===== config.mk =====
export PLATFORM = sky130hd
export DESIGN_NAME = frequency_meter_seven_segment
export DESIGN_NICKNAME = d
export VERILOG_FILES = /design/src/sv/fmss_pkg.sv /design/src/sv/fmss_decade.sv /design/src/sv/fmss_gate.sv /design/src/sv/fmss_scan.sv /design/src/sv/frequency_meter_seven_segment.sv
export SDC_FILE = /design/constraint.sdc
export NUM_CORES = 1
export LEC_CHECK = 0
export ABC_AREA = 1
export BUFFER_PORTS_ARGS = -buffer_cell sky130_fd_sc_hd__buf_2
export CAP_MARGIN = 25
export CORE_ASPECT_RATIO = 2
export CORE_MARGIN = 3
export CORE_UTILIZATION = 50
export DETAILED_ROUTE_END_ITERATION = 12
export GPL_ROUTABILITY_DRIVEN = 1
export PLACE_DENSITY = 0.67
export RECOVER_POWER = 100
export SETUP_SLACK_MARGIN = 0.02
export SLEW_MARGIN = 20
export SYNTH_ARGS = -nofsm -noshare
export SYNTH_HDL_FRONTEND = slang
export SYNTH_SLANG_ARGS = --single-unit

===== constraint.sdc =====
create_clock -name i_clk -period 4.13 [get_ports i_clk]
set_clock_uncertainty 0.15 [all_clocks]
set_input_delay 0 -clock i_clk [delete_from_list [all_inputs] [get_ports i_clk]]
set_output_delay 0 -clock i_clk [all_outputs]
set_load 0.01 [all_outputs]

===== src/sv/fmss_pkg.sv =====
// Shared types, constants and the seven-segment decode for the frequency meter.
// Used by every module of the block; depends on nothing.
`default_nettype none

package fmss_pkg;

    localparam int NUM_DIGITS = 4;
    localparam int DIGIT_W    = 4;
    localparam int CNT_W      = 16;
    localparam int FRAME_W    = 8;
    localparam int POS_W      = 2;
    localparam int SEG_W      = 8;

    localparam logic [CNT_W-1:0]   GATE_TICKS_RST = 16'd1000;
    localparam logic [FRAME_W-1:0] FRAMES_RST     = 8'd20;

    localparam logic [DIGIT_W-1:0] DIGIT_MAX = 4'd9;

    localparam logic [POS_W-1:0] POS_THOUSANDS = 2'd0;
    localparam logic [POS_W-1:0] POS_UNITS     = 2'd3;

    // Register indexes on the configuration port.
    localparam logic REG_GATE_TICKS = 1'b0;
    localparam logic REG_FRAMES     = 1'b1;

    typedef logic [DIGIT_W-1:0] t_digit;

    // Per-item control that every decade cell sees.
    typedef struct packed {
        logic hold;    // count would pass 9999, keep the digits
        logic close;   // gate window closes with this item
        logic reload;  // display reloads from the latched value
    } t_cell_ctl;

    // Active-low common-anode patterns; bit 7 is the decimal point, kept off.
    function automatic logic [SEG_W-1:0] seg_decode(input t_digit d);
        logic [SEG_W-1:0] seg;
        case (d)
            4'd0:    seg = 8'hC0;
            4'd1:    seg = 8'hF9;
            4'd2:    seg = 8'hA4;
            4'd3:    seg = 8'hB0;
            4'd4:    seg = 8'h99;
            4'd5:    seg = 8'h92;
            4'd6:    seg = 8'h82;
            4'd7:    seg = 8'hF8;
            4'd8:    seg = 8'h80;
            4'd9:    seg = 8'h90;
            default: seg = 8'hFF;
        endcase
        return seg;
    endfunction

endpackage

`default_nettype wire


===== src/sv/fmss_decade.sv =====
// One decimal digit of the frequency meter: running count, latched value and shown value.
// Depends on fmss_pkg; instantiated in a carry chain by the top level.
`default_nettype none

module fmss_decade
    import fmss_pkg::*;
(
    input  wire logic      i_clk,
    input  wire logic      i_rst_n,
    input  wire logic      i_carry,
    input  wire t_cell_ctl i_ctl,
    output logic           o_carry,
    output t_digit         o_shown
);

    t_digit r_cnt, r_lat, r_shown;
    t_digit n_cnt_inc, n_cnt, n_lat, n_shown;

    // A digit at nine that is incremented hands a carry to the next decade.
    assign o_carry = i_carry && (r_cnt == DIGIT_MAX);

    always_comb begin
        n_cnt_inc = r_cnt;
        if (i_carry && !i_ctl.hold) begin
            n_cnt_inc = (r_cnt == DIGIT_MAX) ? '0 : r_cnt + t_digit'(1);
        end
        n_cnt   = i_ctl.close  ? '0        : n_cnt_inc;
        n_lat   = i_ctl.close  ? n_cnt_inc : r_lat;
        n_shown = i_ctl.reload ? n_lat     : r_shown;
    end

    always_ff @(posedge i_clk) begin
        if (!i_rst_n) begin
            r_cnt   <= '0;
            r_lat   <= '0;
            r_shown <= '0;
        end else begin
            r_cnt   <= n_cnt;
            r_lat   <= n_lat;
            r_shown <= n_shown;
        end
    end

    assign o_shown = r_shown;

endmodule

`default_nettype wire


===== src/sv/fmss_gate.sv =====
// Binary edge counter and gate window counter; latches the measured frequency.
// Depends on fmss_pkg.
`default_nettype none

module fmss_gate
    import fmss_pkg::*;
(
    input  wire logic             i_clk,
    input  wire logic             i_rst_n,
    input  wire logic             i_edge,
    input  wire logic             i_tick,
    input  wire logic [CNT_W-1:0] i_gate_ticks,
    output logic                  o_close,
    output logic [CNT_W-1:0]      o_freq
);

    logic [CNT_W-1:0] r_edge_cnt, r_gate_cnt, r_freq;
    logic [CNT_W-1:0] n_edge_inc, n_gate_inc;

    // Both counters stop at all ones.
    assign n_edge_inc = (i_edge && (r_edge_cnt != '1)) ? r_edge_cnt + 1'b1 : r_edge_cnt;
    assign n_gate_inc = (r_gate_cnt != '1) ? r_gate_cnt + 1'b1 : r_gate_cnt;
    assign o_close    = i_tick && (n_gate_inc >= i_gate_ticks);

    always_ff @(posedge i_clk) begin
        if (!i_rst_n) begin
            r_edge_cnt <= '0;
            r_gate_cnt <= '0;
            r_freq     <= '0;
        end else if (o_close) begin
            r_freq     <= n_edge_inc;
            r_edge_cnt <= '0;
            r_gate_cnt <= '0;
        end else begin
            r_edge_cnt <= n_edge_inc;
            if (i_tick) begin
                r_gate_cnt <= n_gate_inc;
            end
        end
    end

    assign o_freq = r_freq;

    a_close_clears: assert property (@(posedge i_clk) disable iff (!i_rst_n)
        o_close |=> (r_edge_cnt == '0) && (r_gate_cnt == '0))
        else $error("counters not cleared after window close");

endmodule

`default_nettype wire


===== src/sv/fmss_scan.sv =====
// Display scan: digit position and full-scan frame counter that paces reloads.
// Depends on fmss_pkg.
`default_nettype none

module fmss_scan
    import fmss_pkg::*;
(
    input  wire logic               i_clk,
    input  wire logic               i_rst_n,
    input  wire logic               i_tick,
    input  wire logic [FRAME_W-1:0] i_frames,
    output logic [POS_W-1:0]        o_pos,
    output logic                    o_reload
);

    logic [POS_W-1:0]   r_pos;
    logic [FRAME_W-1:0] r_frame;
    logic [FRAME_W-1:0] n_frame_inc;
    logic               w_wrap;

    assign w_wrap      = i_tick && (r_pos == POS_UNITS);
    assign n_frame_inc = (r_frame != '1) ? r_frame + 1'b1 : r_frame;
    assign o_reload    = w_wrap && (n_frame_inc >= i_frames);

    always_ff @(posedge i_clk) begin
        if (!i_rst_n) begin
            r_pos   <= POS_THOUSANDS;
            r_frame <= '0;
        end else if (i_tick) begin
            if (w_wrap) begin
                r_pos   <= POS_THOUSANDS;
                r_frame <= o_reload ? '0 : n_frame_inc;
            end else begin
                r_pos <= r_pos + 1'b1;
            end
        end
    end

    assign o_pos = r_pos;

endmodule

`default_nettype wire


===== src/sv/frequency_meter_seven_segment.sv =====
// Gated frequency counter with a four-digit multiplexed seven-segment display.
// Each input transfer carries an edge flag, a gate tick and a scan tick; the block
// takes one transfer per clock while o_ready is high and returns one result transfer
// for each from an output register (o_ready stays high while the result is taken or
// the register is empty). Edges are counted in binary for o_measured_frequency and,
// in parallel, in a chain of four decimal cells (units to thousands) whose carry
// ripples combinationally through the row; that chain also holds the latched and the
// shown value digit by digit, so no binary-to-decimal conversion is needed and a
// count past 9999 simply stops the chain and raises the over-range flag. A window
// closes when the gate counter reaches gate_ticks (register 0, address 0); the shown
// value reloads every frames_per_refresh full scans (register 1, address 4).
// Depends on fmss_pkg, fmss_decade, fmss_gate and fmss_scan.
`default_nettype none

module frequency_meter_seven_segment
    import fmss_pkg::*;
(
    input  wire logic              i_clk,
    input  wire logic              i_rst_n,

    // Configuration port
    input  wire logic              psel,
    input  wire logic              penable,
    input  wire logic              pwrite,
    input  wire logic [2:0]        paddr,
    input  wire logic [31:0]       pwdata,
    output logic      [31:0]       prdata,
    output logic                   pready,

    // Input channel
    input  wire logic              i_valid,
    output logic                   o_ready,
    input  wire logic              i_pulse_edge,
    input  wire logic              i_gate_tick,
    input  wire logic              i_scan_tick,

    // Output channel
    output logic                   o_valid,
    input  wire logic              i_ready,
    output logic [SEG_W-1:0]       o_segments,
    output logic [NUM_DIGITS-1:0]  o_digit_enables,
    output logic [CNT_W-1:0]       o_measured_frequency,
    output logic                   o_measurement_done,
    output logic                   o_over_range
);

    // Configuration registers. pready is tied high, so a write lands at the
    // access cycle of the transfer.
    logic [CNT_W-1:0]   r_gate_ticks;
    logic [FRAME_W-1:0] r_frames;
    logic               w_cfg_wr;

    assign pready   = 1'b1;
    assign w_cfg_wr = psel && penable && pwrite && pready;

    always_ff @(posedge i_clk) begin
        if (!i_rst_n) begin
            r_gate_ticks <= GATE_TICKS_RST;
            r_frames     <= FRAMES_RST;
        end else if (w_cfg_wr) begin
            unique case (paddr[2])
                REG_GATE_TICKS: r_gate_ticks <= pwdata[CNT_W-1:0];
                REG_FRAMES:     r_frames     <= pwdata[FRAME_W-1:0];
                default:        ;
            endcase
        end
    end

    always_comb begin
        unique case (paddr[2])
            REG_GATE_TICKS: prdata = {{(32-CNT_W){1'b0}}, r_gate_ticks};
            REG_FRAMES:     prdata = {{(32-FRAME_W){1'b0}}, r_frames};
            default:        prdata = '0;
        endcase
    end

    // Handshake. All state updates happen only on an accepted input transfer, and
    // the result fields are read straight from that state, so they hold while the
    // output side stalls because no new transfer is taken then.
    logic r_valid;
    logic w_accept;

    assign o_ready  = !r_valid || i_ready;
    assign w_accept = i_valid && o_ready;
    assign o_valid  = r_valid;

    always_ff @(posedge i_clk) begin
        if (!i_rst_n) begin
            r_valid <= 1'b0;
        end else begin
            r_valid <= w_accept || (r_valid && !i_ready);
        end
    end

    // Gate window and binary measurement.
    logic w_close;

    fmss_gate u_gate (
        .i_clk        (i_clk),
        .i_rst_n      (i_rst_n),
        .i_edge       (w_accept && i_pulse_edge),
        .i_tick       (w_accept && i_gate_tick),
        .i_gate_ticks (r_gate_ticks),
        .o_close      (w_close),
        .o_freq       (o_measured_frequency)
    );

    // Digit scan and reload pacing.
    logic [POS_W-1:0] w_pos;
    logic             w_reload;

    fmss_scan u_scan (
        .i_clk    (i_clk),
        .i_rst_n  (i_rst_n),
        .i_tick   (w_accept && i_scan_tick),
        .i_frames (r_frames),
        .o_pos    (w_pos),
        .o_reload (w_reload)
    );

    // Decimal chain. Cell 0 is the units digit. Once the count has passed 9999 the
    // over flag is set and no further carry enters the chain, so the digits rest at
    // 9999, which is exactly the clamped display value.
    logic                r_cnt_ovf, r_lat_ovf, r_shown_over;
    logic                n_cnt_ovf, n_lat_ovf;
    logic [NUM_DIGITS:0] w_carry;
    t_digit              w_shown [NUM_DIGITS];
    t_cell_ctl           w_ctl;

    assign w_carry[0]   = w_accept && i_pulse_edge && !r_cnt_ovf;
    assign w_ctl.hold   = w_carry[NUM_DIGITS];
    assign w_ctl.close  = w_close;
    assign w_ctl.reload = w_reload;

    for (genvar g = 0; g < NUM_DIGITS; g++) begin : g_decade
        fmss_decade u_decade (
            .i_clk   (i_clk),
            .i_rst_n (i_rst_n),
            .i_carry (w_carry[g]),
            .i_ctl   (w_ctl),
            .o_carry (w_carry[g+1]),
            .o_shown (w_shown[g])
        );
    end

    // The over-range flags follow the digits through count, latch and display.
    assign n_cnt_ovf = r_cnt_ovf || w_carry[NUM_DIGITS];
    assign n_lat_ovf = w_close ? n_cnt_ovf : r_lat_ovf;

    always_ff @(posedge i_clk) begin
        if (!i_rst_n) begin
            r_cnt_ovf          <= 1'b0;
            r_lat_ovf          <= 1'b0;
            r_shown_over       <= 1'b0;
            o_measurement_done <= 1'b0;
        end else if (w_accept) begin
            r_cnt_ovf          <= w_close ? 1'b0 : n_cnt_ovf;
            r_lat_ovf          <= n_lat_ovf;
            o_measurement_done <= w_close;
            if (w_reload) begin
                r_shown_over <= n_lat_ovf;
            end
        end
    end

    assign o_over_range = r_shown_over;

    // Position 0 is the thousands digit, which is the top cell of the chain.
    assign o_segments      = seg_decode(w_shown[POS_UNITS - w_pos]);
    assign o_digit_enables = ~(NUM_DIGITS'(1) << w_pos);

    a_one_digit: assert property (@(posedge i_clk) disable iff (!i_rst_n)
        $onehot(~o_digit_enables))
        else $error("not exactly one digit enabled");

    a_clamp_shows_nines: assert property (@(posedge i_clk) disable iff (!i_rst_n)
        r_shown_over |-> (w_shown[0] == DIGIT_MAX) && (w_shown[1] == DIGIT_MAX) &&
                         (w_shown[2] == DIGIT_MAX) && (w_shown[3] == DIGIT_MAX))
        else $error("over-range display is not 9999");

    a_over_only_on_reload: assert property (@(posedge i_clk) disable iff (!i_rst_n)
        !w_reload |=> $stable(r_shown_over))
        else $error("over-range flag changed without a reload");

endmodule

`default_nettype wire

; Word-level counts from Yosys, hierarchy flattened
; Memory sizes are Yosys's and may differ from the RTL's.
; Index checks and enable logic that the tools add are counted.
[op_classes]
n_eq_ne = 8
bitwise_logic = 4
reduce_logical = 32
n_shift = 1
addsub = 9
muxes = 23
n_lt_le_gt_ge = 3
[op_table]
columns = operator, count
row1 = $pmux W32 S2, 1
row2 = $mux W4, 14
row3 = $add A16 B1 Y16 const B, 2
row4 = $mux W16, 2
row5 = $ne A16 B16 Y1 const B, 2
row6 = $logic_and A1 B1 Y1, 20
row7 = $add A4 B1 Y4 const B, 4
row8 = $eq A4 B4 Y1 const B, 4
row9 = $ge A16 B16 Y1, 1
row10 = $mux W8, 2
row11 = $add A8 B1 Y8 const B, 1
row12 = $bmux W4 S2, 1
row13 = $ge A8 B8 Y1, 1
row14 = $ne A8 B8 Y1 const B, 1
row15 = $reduce_and A2 Y1, 4
row16 = $logic_not A1 Y1, 4
row17 = $not A4 Y4, 1
row18 = $shl A1 B2 Y4 const A, 1
row19 = $ge A3 B3 Y1 const B, 1
row20 = $logic_or A1 B1 Y1, 3
row21 = $not A2 Y3, 1
row22 = $add A2 B1 Y2 const B, 1
row23 = $eq A2 B2 Y1 const B, 1
row24 = $mux W1, 2
row25 = other kinds (4), 5
[word_totals]
mem_count = 1
inputBits = 45
rom_bits = 112
word_cells = 105
regBits = 135
[memory_table]
columns = name, words, word_bits, rd, rd_ports_with_merged_regs, wr, line_no
row1 = (name not given), 16, 7, 1, 0, 0, fmss_pkg.sv:38  ; case (d)

; Logic depth before layout (Yosys ltp)
; Gate-level depths: netlist of run 1.
[depth]
word_depth = 13
ltp_mapped = 25
depth_no_buf = 24

; Modules after synthesis
; Synthesis of run 1 repeated with hierarchy kept, for this count alone.
[unflattened]
cells_unflattened = 1164
hier_area_um2 = 7797.5
[modules_own_cells]
columns = module, seq_area_each_um2, instances, cells_each, area_each_um2
row1 = fmss_gate, 960.9, 1, 466, 3099.2
row2 = fmss_decade, 240.2, 4, 72, 510.5
row3 = frequency_meter_seven_segment, 580.6, 1, 277, 1790.5
row4 = fmss_scan, 200.2, 1, 133, 865.8

; Worst setup path after synthesis of run 1
; OpenSTA, ideal clock, no wires.
[synth_path]
path_type = flip-flop to flip-flop
start = register u_gate.r_gate_cnt[0]
end = register g_decade[0].u_decade.r_cnt[2]
t_required_ns = 3.916
synth_period_minus_slack_ns = 2.926
slack_ns = 1.204
setup_time_ns = 0.064
path_stages_with_launch = 22
t_arrival_ns = 2.712
cell_sequence = dfxtp_1 ha_1 nand2_1 inv_1 nand2_2 nor2_4 nand3_1 nor2_1 inv_1 nand3b_1 and2_1 ha_1 nand2_1 o21bai_1 nand2_1 a21oi_1 nand3_2 nand2_4 nand2_1 buf_4 buf_6 nor2_1
[synth_via]
elab_chain_cells = 5
word_cells_on_any_way = 6
classes_between = 1 x add/sub / 1 x order compare / 1 x eq/ne / 1 x mux / 2 x reduce/logical
[synth_rtl]
columns = element, line_no
row1 = "start, declared", fmss_gate.sv:17  ; logic [CNT_W-1:0] r_edge_cnt, r_gate_cnt, r_freq;
row2 = "start signal, assigned", fmss_gate.sv:37  ; r_gate_cnt <= n_gate_inc;
row3 = $add A16 B1 Y16 / $ne A16 B16 Y1 (equally long branches), fmss_gate.sv:22  ; assign n_gate_inc = (r_gate_cnt != '1) ? r_gate_cnt + 1'b1 : r_gate_cnt;
row4 = $mux W16 *, fmss_gate.sv:22
row5 = via u_gate.n_gate_inc[15], fmss_gate.sv:18  ; logic [CNT_W-1:0] n_edge_inc, n_gate_inc;
row6 = $ge A16 B16 Y1 *, fmss_gate.sv:23  ; assign o_close = i_tick && (n_gate_inc >= i_gate_ticks);
row7 = $logic_and A1 B1 Y1 *, fmss_gate.sv:23
row8 = $reduce_or A2 Y1 (no line) *, -
row9 = "end signal, assigned", fmss_decade.sv:38  ; r_cnt <= n_cnt;
row10 = "end, declared", fmss_decade.sv:16  ; t_digit r_cnt, r_lat, r_shown;
; The timed path passes the listed nets; every way through them passes the cells marked *.
; A chain may end at the register's enable or synchronous reset.

; Final worst setup path of run 1
[layout_path]
start = register u_gate.r_gate_cnt[1]
end = register g_decade[3].u_decade.r_lat[0]
[layout_via]
elab_chain_cells = 5
word_cells_on_any_way = 6
classes_between = 1 x add/sub / 1 x order compare / 1 x eq/ne / 2 x mux / 1 x reduce/logical
[layout_rtl]
columns = element, line_no
row1 = $add A16 B1 Y16 / $ne A16 B16 Y1 (equally long branches), fmss_gate.sv:22
row2 = $mux W16 *, fmss_gate.sv:22
row3 = via u_gate.n_gate_inc[1], fmss_gate.sv:18
row4 = $ge A16 B16 Y1 *, fmss_gate.sv:23
row5 = $logic_and A1 B1 Y1 *, fmss_gate.sv:23
row6 = $mux W4 *, fmss_decade.sv:28  ; n_lat = i_ctl.close ? n_cnt_inc : r_lat;
row7 = "end signal, assigned", fmss_decade.sv:39  ; r_lat <= n_lat;
row8 = "end, declared", fmss_decade.sv:16
; Marked as above.

==> results.ini, run 1 <==
[global_routing]
grt_util_met2_pct=43.22
overflow=0
grtUsageTotal_pct=21.70
grt_pass1_wl_um=29000
first_global_vias=6674
antenna_found_initial=0
use_met1_pct=21.29
grt_max_degree=36
grtUsageMet3_pct=3.250
top_usage_layer=met2

[timing]
slew_viol_final=0
period_share_pct=87.26
hold_violations=0
min_period_ps=3604
tns_ps=0
slew_headroom_pct=22.86
fmaxAchievable_mhz=277.5
tightest_slew_ps=1157
setup_ws_ps=526.1
rsz0062_at_grt=false
setup_viol=0

[yosys]
synthesis.area_um2=7441
synth_cell_types=47
ys.warnings.count=0
syn_area_per_cell_um2=6.752
netlist.area_leader.share_pct=36.32
seq_area_frac_synth_pct=36.32
synth_top_area_cell=dfxtp_1
synth-main-ff-cell=dfxtp_1
async_flop_share_pct=0
netlist_instances=1102
ys_ff_latch=135
synth.area.top_cells=dfxtp_1 36%, nand2_1 17%, inv_1 6.6%
synth-edff-count=0

[drt]
dr.first_iter.drc_count=195
ant_nets=0
wire_per_inst_um=12.14
routed_wirelength_um=17060
first_pass_iters=5
vias_per_cell=4.904
vias=6890
drc=0

[finish]
fin_area_um2=8675
syn2layout_area_growth_pct=16.58
drive_gt1_share_pct=7.502
fin_cells=1405
fill_cells=1488
diodes=0
multi_input_area_um2=3928
finalNetCount=1281
seq_area_um2=2703

[floorplan]
die-area_um2=16470
rows=62
die_x_um=92.26
start_util_pct=51.29
coreArea_um2=14510
die_y_um=178.5
pin_count=110

[min_path]
min_path_cells=5
holdPathEnd=u_gate.r_edge_cnt[1]
hold_path_class=input pin to flop
hold_start=i_pulse_edge

[worst_setup_path]
critPathMaxFanout=22
max_stage_delay_ps=420
rr_startpoint=u_gate.r_gate_cnt[1]
r2r-end=g_decade[3].u_decade.r_lat[0]
crit_arrival_ps=3710
endpoint_kind=flop
worstRegToRegCells=23
r2r_slack_ps=530
crit_chain=ha_1 -> nand2_1 -> inv_1 -> nand2_1 -> nor2_4 -> nand3_1 -> nor2_1 -> nand2_1 -> o21a_1 -> ha_1 -> nand2_1 -> nand2_1 -> nand2_1 -> nand2_1 -> nand2_1 -> nand2_1 -> nand2_1 -> nand3_2 -> nand2_4 -> buf_4 -> nand2_1 -> nand2_1 -> nor2_1
required_ps=4240
path_class=flop to flop
cp.buffers_inverters=2
start_kind=flop
cp_top_family=simple AND/OR/NAND/NOR gates
worstSetupStartpoint=u_gate.r_gate_cnt[1]
slowest_stage=dfxtp_1
timing.critical_path.mode_cell=nand2_1

[power_and_ir_drop]
p_leak_nw=3.993
vdd_drop_max_mv=0.2860
powerDensity_nw_per_um2=343.6

[clocking]
clock_latency_ps=420
post-cts-setup-buffers=0
numCtsBuffers=17
ctsResizeCount=0
cts_max_path_buffers=2
cts_sinks=135
cts_max_level=4
cts_tree=built
clk_pin_slew_worst_paths_ps=60
hold_buffers=34
root_buffer=clkbuf_16

[placed_design]
dp_hpwl_um=12730
dp.cells=1339
dpl-instance-area_um2=7859
gp_congestion=0.8752
port_buffers=73
dp_slack_ps=530.2

[outcome]
status=complete, no violations

[flow_run]
cap_violations=0

[how the worst max path moves through the flow]
stage | to | depth (start not counted)
final | g_decade[3].u_decade.r_lat[0] | 23
after global routing | u_gate.r_gate_cnt[10] | 22
after CTS | g_decade[1].u_decade.o_shown[2] | 21
after detailed placement | g_decade[1].u_decade.o_shown[2] | 21
after global placement | g_decade[0].u_decade.o_shown[0] | 21
after floorplan | g_decade[0].u_decade.r_cnt[2] | 21
[cell usage after synthesis (4+ instances only)]
| library cell | count |
|---|---|
| nand2_2 | 4 |
| nor2_1 | 93 |
| clkbuf_1 | 15 |
| nor2_2 | 4 |
| nand2_1 | 335 |
| o21ai_1 | 11 |
| inv_2 | 8 |
| nand4_1 | 10 |
| buf_4 | 20 |
| a21oi_1 | 70 |
| xor2_1 | 25 |
| inv_1 | 131 |
| o21ai_0 | 52 |
| buf_2 | 15 |
| ha_1 | 36 |
| nand3_1 | 76 |
| nand3_2 | 4 |
| dfxtp_1 | 135 |
| nor3_1 | 12 |
[cell type report]
class,instances,area share (%)
Inverter,142,6.173
Clock buffer,18,5.063
Timing Repair Buffer,116,8.106
Clock inverter,14,1.457
Tap cell,192,2.769
Multi-Input combinational cell,788,45.28
Sequential cell,135,31.16
[sequential cells by signal, indices dropped and copies added, names as in the netlist, 2 cells and up]
signal	flops
u_gate.o_freq	16
r_frames	8
g_decade.u_decade.r_cnt	16
r_gate_ticks	16
u_scan.o_pos	2
g_decade.u_decade.r_lat	16
g_decade.u_decade.o_shown	16
u_gate.r_edge_cnt	16
u_scan.r_frame	8
u_gate.r_gate_cnt	16
[through the flow]
step	util, %	hold slack (ps)	total power (W)
finish	59.80	41.95	0.002981
global route	59.80	97.59	0.003088
CTS	60.42	5.937	0.003014
detailed placement	54.17	66.64	0.001555
global placement	54.17	72.56	0.001553
floorplan	-	-45.27	0.001503
[layer usage]
layer,up-vias,share of wire [%]
met5,-,0
met4,0,3.2
met3,39,2.8
met2,118,55
met1,3084,39
li1,3649,-
[logic make-up after synthesis]
kind of cell | after synthesis | share of synthesized area, %
and+or+nand+nor | 559 | 32.39
buffers and inverters | 195 | 11.43
AOI/OAI and AO/OA | 147 | 10.41
DFF | 135 | 36.32
adders and majority gates | 36 | 6.053
xor gates and xnor gates | 28 | 3.296
other | 2 | 0.1009
[cell usage in the layout (no fill, tap or decap), drive strengths merged, types with 3 or more instances in the layout]
cell type,instances
dfxtp,135
nand4,12
nand3,81
a21oi,70
nand2,340
buf,32
o21a,3
clkinv,11
and2,3
clkbuf,68
nor3,15
conb,18
ha,36
o21ai,63
xor2,25
inv,142
xnor2,3
dlygate4sd3,34
nor2,101
[where the power goes]
group          total [W]  leakage [nW]  switching (W)  internal (W)
Combinational   0.000213          2.63       0.000137     0.0000758
Sequential       0.00133          1.09      0.0000121       0.00132
Clock            0.00144         0.276       0.000592      0.000846
Total            0.00298          3.99       0.000742       0.00224
[worst register-to-register path: cells and delay by family, from the launching register on]
family | cells | cell delay [ps]
buffers and inverters | 2 | 350
AOI/OAI and AO/OA | 1 | 220
and+or+nand+nor | 18 | 1830
adders and majority gates | 2 | 480
DFF | 1 | 420
No activity file was read; power rests on OpenSTA's default activity.
==> run 2: changes to the inputs <==
--- a/config.mk
+++ b/config.mk
@@ -5,7 +5,6 @@
 export SDC_FILE = /design/constraint.sdc
 export NUM_CORES = 1
 export LEC_CHECK = 0
-export ABC_AREA = 1
 export BUFFER_PORTS_ARGS = -buffer_cell sky130_fd_sc_hd__buf_2
 export CAP_MARGIN = 25
 export CORE_ASPECT_RATIO = 2
@@ -13,7 +12,7 @@
 export CORE_UTILIZATION = 50
 export DETAILED_ROUTE_END_ITERATION = 12
 export GPL_ROUTABILITY_DRIVEN = 1
-export PLACE_DENSITY = 0.67
+export PLACE_DENSITY = 0.68
 export RECOVER_POWER = 100
 export SETUP_SLACK_MARGIN = 0.02
 export SLEW_MARGIN = 20
==> results.ini, run 2 <==
[yosys]
synth-main-ff-cell=dfxtp_1
syn_area_per_cell_um2=8.626
synth_top_area_cell=dfxtp_1
seq_area_frac_synth_pct=37.70
netlist.area_leader.share_pct=37.70
synthTopCellsByCount=135 x dfxtp_1, 105 x nor2_1, 88 x nand2_1, 43 x a21oi_1, 42 x inv_1
synth_cell_types=63
synthesis.area_um2=7168
synth.area.top_cells=dfxtp_1 38%, ha_1 6.3%, nor2_1 5.5%
synth-edff-count=0
ys.warnings.count=0
ys_ff_latch=135
async_flop_share_pct=0
yosys.cell_count.top_type=dfxtp_1
netlist_instances=831

[clocking]
numCtsBuffers=17
clk_pin_slew_worst_paths_ps=70
root_buffer=clkbuf_16
cts_max_path_buffers=2
cts_max_level=4
clock_latency_ps=420
cts_tree=built
cts_sinks=135

[global_routing]
grt_pass1_wl_um=27840
grt_max_degree=55
antenna_found_initial=0
overflow=0
first_global_vias=6015
grtUsageTotal_pct=21.66

[worst_setup_path]
start_kind=flop
endpoint_kind=flop
path_class=flop to flop
worstRegToRegCells=13
crit_arrival_ps=4030
critPathMaxFanout=49
required_ps=4320

[finish]
diodes=0
finalNetCount=1004
final_cell_mix=135 x dfxtp_1, 111 x nor2_1, 88 x nand2_1
syn2layout_area_growth_pct=16.44
final_common_cell=dfxtp_1
drive_gt1_share_pct=10.47

[floorplan]
die-area_um2=15900
coreArea_um2=13970
start_util_pct=51.32
die_x_um=90.67
die_y_um=175.3
pin_count=110
rows=61

[drt]
routed_wirelength_um=16770
wl_met3_um=487
top_layer_used=met4
vias_per_cell=5.325
drc=0
met1_length_um=6276
ant_nets=0
dr.first_iter.drc_count=191
first_pass_iters=4
wire_per_inst_um=14.91
vias=5991
wl_met2_um=9299

[timing]
rsz0062_at_grt=false
min_period_ps=3843
fmaxAchievable_mhz=260.2
hold_violations=0
tns_ps=0
period_share_pct=93.05
tightest_slew_ps=913.8
slew_viol_final=0
hold_slack_ps=79.97
setup_viol=0
slew_headroom_pct=38.57

[flow_run]
cap_violations=0

[power_and_ir_drop]
p_leak_nw=3.150
vdd_drop_max_mv=0.2973
powerDensity_nw_per_um2=354.3

[placed_design]
gp_congestion=0.8394
dp_hpwl_um=12020
port_buffers=73

[min_path]
hold_path_class=input pin to flop
min_path_cells=5

[outcome]
status=complete, no violations

[run 2: cell types whose count changed after synthesis, sizes merged, moves of 18 or more]
cell,delta
a21oi,-27
nor2b,+21
o21ai,-43
nand2,-252
xnor2,+21
mux2i,+21
nand3,-49
inv,-96
o2bb2ai,+18
[run 2: area by class of cell]
cell class	count	area (um2)
clock inverter	15	152.6
timing repair buffer	113	713.2
inverter	44	165.2
fill	1321	5620
clock buffer	17	425.4
sequential	135	2703
tap	189	236.5
multi-input combinational	612	3951
[run 2: kinds of logic (layout without fill, tap and decap cells)]
family | after synthesis | after routing | synth area share, %
DFF | 135 | 135 | 37.70
and+or+nand+nor | 340 | 340 | 23.83
muxes | 38 | 38 | 6.074
AOI/OAI and AO/OA | 132 | 132 | 12.85
xor gates and xnor gates | 48 | 48 | 5.865
other | 2 | 18 | 0.1048
adders and majority gates | 36 | 36 | 6.284
buffers and inverters | 100 | 189 | 7.296
[run 2: what timing repair did]
item,CTS,global route
endpoints found under the setup margin,0,9
gates resized for setup,0,1
hold buffers,32,0
hold endpoints to repair,29,0
setup buffers,0,0
[run 2: routing by layer]
metal	global-route usage (%)	vias to the layer above
li1	-	3010
met1	20.71	2801
met2	42.92	138
met3	3.558	42
met4	11.38	0
met5	0	-
[run 2: power by group]
part / internal, W / switching [W]
registers: 0.00131 / 0.0000105
logic: 0.0000662 / 0.0000983
clock network: 0.000804 / 0.000665
[run 2: critical path, cell delays in order (launching register included)]
cell       delay (ps)
dfxtp_1           470
nand4_1           200
or3_1             500
o21ai_2           280
nor2_1             90
xor2_1            250
ha_1              320
a41o_1            240
a21oi_1           130
o22ai_1            90
o31a_2            330
buf_12            210
mux2_1            360
o2bb2ai_1         140
[run 2: path summary, 6_finish.rpt]
| path | from | end | slack (ps) |
|---|---|---|---|
| max | u_gate.r_gate_cnt[4] | o_over_range | 290 |
| min | i_pulse_edge | u_gate.r_edge_cnt[0] | 80 |
| max reg2reg | u_gate.r_gate_cnt[4] | o_over_range | 290 |
| min reg2reg | r_gate_ticks[12] | r_gate_ticks[12] | 300 |
[run 2: metrics by stage]
step | cell area [um2] | instances | utilization [%] | total power [W] | setup WS (ps)
detailed placement | 7551 | 1060 | 54.06 | 0.001498 | 282.2
finish | 8347 | 1125 | 59.76 | 0.002957 | 287.1
global route | 8347 | 1125 | 59.76 | 0.003055 | 37.05
global placement | 7543 | 1059 | 54.01 | 0.001496 | 344.1
floorplan | 7228 | 847 | - | 0.001463 | 665.0
CTS | 8449 | 1124 | 60.49 | 0.002982 | 251.7
